**src/design/assert_macros.svh**
```systemverilog
// ---------------------------------------------------------------------------
// assert_macros.svh
// Assertion macros shared by the encoder modules. They expand to nothing
// in synthesis.
// ---------------------------------------------------------------------------
`ifndef ASSERT_MACROS_SVH
`define ASSERT_MACROS_SVH
`ifndef SYNTHESIS
// checked only out of reset
`define HTE_ASSERT(lbl, prop, msg) \
    lbl: assert property (@(posedge i_clk) disable iff (!i_rst_n) prop) else $error(msg);
// checked during reset too
`define HTE_ASSERT_RST(lbl, prop, msg) \
    lbl: assert property (@(posedge i_clk) prop) else $error(msg);
`else
`define HTE_ASSERT(lbl, prop, msg)
`define HTE_ASSERT_RST(lbl, prop, msg)
`endif
`endif

```
**src/design/hte_pkg.sv**
```systemverilog
// ---------------------------------------------------------------------------
// hte_pkg
// Constants, request codes and controller/datapath interface types for the
// table-driven huffman encoder.
// ---------------------------------------------------------------------------
package hte_pkg;

    localparam int SYMBOLS      = 256;
    localparam int MAX_CODE_LEN = 32;
    localparam int CODE_W       = 32;
    localparam int LEN_W        = 6;
    localparam int REQ_W        = 2;
    localparam int TABLE_DEPTH  = 257;
    localparam int ADDR_W       = 9;
    localparam int ENTRY_W      = CODE_W + LEN_W;
    localparam int ACC_W        = 40;
    localparam int TOT_W        = 6;
    localparam int BYTE_W       = 8;
    localparam int IN_DATA_W    = 48;
    localparam int IN_USER_W    = 2;
    localparam int OUT_USER_W   = 2;

    localparam logic [ADDR_W-1:0] EOS_ENTRY = 9'd256;
    localparam logic [LEN_W-1:0]  LEN_LIMIT =
        LEN_W'((MAX_CODE_LEN < CODE_W) ? MAX_CODE_LEN : CODE_W);

    localparam logic [REQ_W-1:0] REQ_LOAD   = 2'd0;
    localparam logic [REQ_W-1:0] REQ_ENCODE = 2'd1;
    localparam logic [REQ_W-1:0] REQ_END    = 2'd2;

    typedef struct packed {
        logic capture;
        logic push;
        logic out_sel;
        logic out_bvalid;
        logic out_status;
        logic out_last;
        logic append;
        logic shift;
        logic clear;
    } t_dp_cmd;

    typedef struct packed {
        logic hit;
        logic have_byte;
        logic total_lt16;
        logic total_eq8;
        logic total_zero;
        logic out_free;
    } t_dp_stat;

endpackage

```
**src/design/hte_ctrl.sv**
```systemverilog
// ---------------------------------------------------------------------------
// hte_ctrl
// Sequencer: accept, table lookup, then one result per cycle while the output register is free.
// ---------------------------------------------------------------------------
`include "assert_macros.svh"

module hte_ctrl (
    input  logic                      i_clk,
    input  logic                      i_rst_n,
    input  logic                      i_in_valid,
    input  logic [hte_pkg::REQ_W-1:0] i_req,
    output logic                      o_in_ready,
    input  hte_pkg::t_dp_stat         i_stat,
    output hte_pkg::t_dp_cmd          o_cmd
);
    import hte_pkg::*;

    localparam logic [1:0] ST_IDLE = 2'd0;
    localparam logic [1:0] ST_LOOK = 2'd1;
    localparam logic [1:0] ST_EMIT = 2'd2;

    logic [1:0]       r_state;
    logic [1:0]       n_state;
    logic [REQ_W-1:0] r_req;
    logic [REQ_W-1:0] n_req;
    logic             r_pack;
    logic             n_pack;
    logic             r_st;
    logic             n_st;
    logic             fin_last;
    t_dp_cmd          cmd;

    assign fin_last = (r_req == REQ_ENCODE) ? i_stat.total_lt16 : i_stat.total_eq8;

    always_comb begin
        n_state = r_state;
        n_req   = r_req;
        n_pack  = r_pack;
        n_st    = r_st;
        cmd     = '0;
        case (r_state)
            ST_IDLE: begin
                cmd.capture = i_in_valid;
                if (i_in_valid) begin
                    n_req   = i_req;
                    n_state = ST_LOOK;
                end
            end
            ST_LOOK: begin
                n_state = ST_EMIT;
                n_pack  = 1'b0;
                n_st    = 1'b0;
                case (r_req)
                    REQ_ENCODE: begin
                        n_pack     = i_stat.hit;
                        n_st       = !i_stat.hit;
                        cmd.append = i_stat.hit;
                    end
                    REQ_END: begin
                        n_pack     = 1'b1;
                        n_st       = !i_stat.hit;
                        cmd.append = i_stat.hit;
                    end
                    default: begin
                    end
                endcase
            end
            ST_EMIT: begin
                if (i_stat.out_free) begin
                    cmd.push = 1'b1;
                    if (!r_pack) begin
                        cmd.out_status = r_st;
                        cmd.out_last   = 1'b1;
                        n_state        = ST_IDLE;
                    end else if (i_stat.have_byte) begin
                        cmd.out_sel    = 1'b1;
                        cmd.out_bvalid = 1'b1;
                        cmd.out_last   = fin_last;
                        cmd.out_status = fin_last && r_st;
                        cmd.shift      = 1'b1;
                        cmd.clear      = fin_last && (r_req == REQ_END);
                        if (fin_last) begin
                            n_state = ST_IDLE;
                        end
                    end else if (r_req == REQ_END) begin
                        cmd.out_sel    = 1'b1;
                        cmd.out_bvalid = !i_stat.total_zero;
                        cmd.out_status = r_st;
                        cmd.out_last   = 1'b1;
                        cmd.clear      = 1'b1;
                        n_state        = ST_IDLE;
                    end else begin
                        cmd.out_last = 1'b1;
                        n_state      = ST_IDLE;
                    end
                end
            end
            default: begin
                n_state = ST_IDLE;
            end
        endcase
    end

    always_ff @(posedge i_clk) begin
        if (!i_rst_n) begin
            r_state <= ST_IDLE;
        end else begin
            r_state <= n_state;
        end
    end

    always_ff @(posedge i_clk) begin
        r_req  <= n_req;
        r_pack <= n_pack;
        r_st   <= n_st;
    end

    assign o_in_ready = (r_state == ST_IDLE);
    assign o_cmd      = cmd;

    `HTE_ASSERT(a_push_in_emit, cmd.push |-> (r_state == ST_EMIT), "push outside emit")
    `HTE_ASSERT(a_last_ends, (cmd.push && cmd.out_last) |=> (r_state == ST_IDLE),
                "item not finished after last result")
    `HTE_ASSERT(a_look_once, (r_state == ST_LOOK) |=> (r_state == ST_EMIT),
                "lookup longer than one cycle")

endmodule

```
**config.mk**
```make
export PLATFORM = sky130hd
export DESIGN_NAME = hte_ctrl
export DESIGN_NICKNAME = d
export VERILOG_FILES = /design/src/design/hte_pkg.sv /design/src/design/hte_ctrl.sv
export VERILOG_INCLUDE_DIRS = /design/src /design/src/design
export SDC_FILE = /design/constraint.sdc
export NUM_CORES = 1
export LEC_CHECK = 0
export ABC_AREA = 1
export BUFFER_PORTS_ARGS = -buffer_cell sky130_fd_sc_hd__clkbuf_2
export CORE_AREA = 2 2 39 41
export CTS_CLUSTER_SIZE = 12
export DETAILED_ROUTE_END_ITERATION = 10
export DIE_AREA = 0 0 41 43
export PLACE_DENSITY = 0.58
export SYNTH_ARGS = -nofsm -noshare
export SYNTH_HDL_FRONTEND = slang
export SYNTH_SLANG_ARGS = --single-unit
```
**constraint.sdc**
```tcl
create_clock -name i_clk -period 3.3 [get_ports i_clk]
set_clock_uncertainty 0.05 [all_clocks]
set_input_delay 0.165 -clock i_clk [delete_from_list [all_inputs] [get_ports i_clk]]
set_output_delay 0.165 -clock i_clk [all_outputs]
set_load 0.05 [all_outputs]
```
==> results.ini <==
[run_status]
status = completed

[job]
cap_violations = 0

[pwr]
powerDensity_nw_per_um2 = 377
leakagePower_nw = 0.317
total_power_w = 0.000204
ir_drop_mv = 0.188

[clocking]
cts_buffers = 3
clkTransAtPathRegs_ps = 40
ctsLongestPathBuffers = 2
h-tree-depth = 1
root_buffer = clkbuf_4
post-cts-setup-buffers = 0
cts.repair.resized = 0
cts_tree = done
cts_sinks = 6
clk_latency_ps = 240
ctsHoldBuffers = 0

[timing]
finalCritPeriodShare = 0.527
slew_headroom = 0.717
drv_slew = 0
rsz0062_at_grt = no
finalSetupTns_ps = 0
setup_viol = 0
hold_violations = 0
worstMarginPinSlew_ps = 424
fin_ws_ps = 1560
max_clock_freq_mhz = 575
fin_crit_ps = 1740

[worst_setup_path]
path_cells = inv_1 > ha_1 > inv_1 > nand2_1 > nand2_1 > a211oi_2 > clkbuf_2
end_kind = primary output
crit_buf_inv = 3
slowest_delay_ps = 380
required_ps = 3080
cp_slowest_cell = edfxtp_1
crit_arrival_ps = 1520
critPathLaunchType = register
cp_top_family = buffers and inverters
crit_fanout = 2
critPathKind = reg -> out

[global_routing]
grt_pass1_wl_mm = 1.15
grt_max_degree = 5
track_usage = 0.102
antenna_found_initial = 0
first_global_vias = 333
gr-total-overflow = 0

[placed_design]
pre_cts_ws_ps = 1820
numPortBuffers = 20
routabilityCongestion = 0.687
placed_area_um2 = 520
dp_hpwl_um = 661

[yosys]
syn_avg_cell_area_um2 = 7.70
synth-seq-area-share = 0.400
synth_xor_area_frac = 0
netlist_area_um2 = 400
synth_nets = 65
synthCells = 52
synth_top_family_by_area = simple AND/OR/NAND/NOR gates
synth.area.mux_share = 0
synth_simple_gate_area_share = 0.306
ys_warn_count = 0
synth_compound_area_frac = 0.0906
synthAdderAreaFrac = 0.0625
synth_cell_type_count = 17
synth-seq-cells = 6

[final_layout]
stdcell_area_um2 = 543
final_nets = 90
syn_to_final_growth_pct = 35.6
mostFrequentLayoutCell = clkbuf_2
layout_common_cells = clkbuf_2 (20), inv_1 (13), nand2_1 (9), nor2_1 (7), edfxtp_1 (4)
drive_above_1_share = 0.400
diodes = 0

[hold_path]
hold_class = in -> reg

[floorplan]
die_h_um = 43
dieArea_um2 = 1760
core_um2 = 1380
ioPinCount = 21
initial_core_util = 0.289
row_count = 14
dieWidth_um = 41

[routing]
drcViolationCount = 0
wl_um = 740
wl_per_cell_um = 8.13
final_antenna_net_count = 0
via_count = 383
first_pass_iters = 2
drt_iter0_markers = 2
viasPerCell = 4.21

## sequential cells by signal, indices dropped and copies added (netlist names)
name     flops
r_pack       1
r_req        2
r_st         1
r_state      2
## report_power, final
group	internal (W)	switching (W)	leakage (nW)
clock network	0.0000410	0.0000238	0.0138
logic	0.0000153	0.0000348	0.248
registers	0.0000863	0.00000336	0.0545
## routing by layer
| metal | GRT usage | vias up | part of all wire |
|---|---|---|---|
| li1 | - | 206 | - |
| met1 | 0.0885 | 159 | 0.42 |
| met2 | 0.166 | 18 | 0.48 |
| met3 | 0.0471 | 0 | 0.11 |
| met4 | 0.0800 | 0 | 0 |
| met5 | 0 | - | 0 |
## synth_stat cells
master     n  area, um2
nand2_1    9       33.8
o22ai_1    1       6.26
dfxtp_1    2       40.0
a211oi_2   2       25.0
edfxtp_1   4        120
inv_2      2       7.51
and3_1     1       6.26
nand2_4    1       11.3
nor2_1     7       26.3
nor3b_1    1       7.51
inv_1     13       48.8
nand2_2    1       6.26
a21oi_1    1       5.00
nand3_1    3       15.0
nor3_1     1       5.00
ha_1       2       25.0
nor2_4     1       11.3
## metrics by stage
step	util	cells	hold WS, ps
floorplan	-	52	213
global placement	0.376	88	293
detailed placement	0.376	88	294
CTS	0.392	91	38.1
global route	0.392	91	36.8
finish	0.392	91	52.3
## final cells by class
class                   count  area (um2)
inverters                  15        56.3
fillers                   157         841
multi-input cells          31         184
well taps                  16        20.0
flip-flops and latches      6         160
repair buffers             20         100
clock buffers               3        22.5
## cells by family (layout without fill, tap and decap cells)
group / count (synthesis) / after routing
and+or+nand+nor: 25 / 25
buffers and inverters: 15 / 38
DFF: 6 / 6
AOI/OAI and AO/OA: 4 / 4
adders and majority gates: 2 / 2
## path summary, 6_finish.rpt
path	startpoint	slack [ps]	end	cells after the start
max	r_req[1]$_DFFE_PP_	1560	o_cmd[0]	7
min	i_req[0]	50	r_req[0]$_DFFE_PP_	1
max reg2reg	r_req[1]$_DFFE_PP_	2100	r_state[1]$_SDFFE_PN0P_	9
min reg2reg	r_state[1]$_SDFFE_PN0P_	580	r_state[0]$_SDFFE_PN0P_	2
Note: power is estimated with default switching activity, not from simulation.
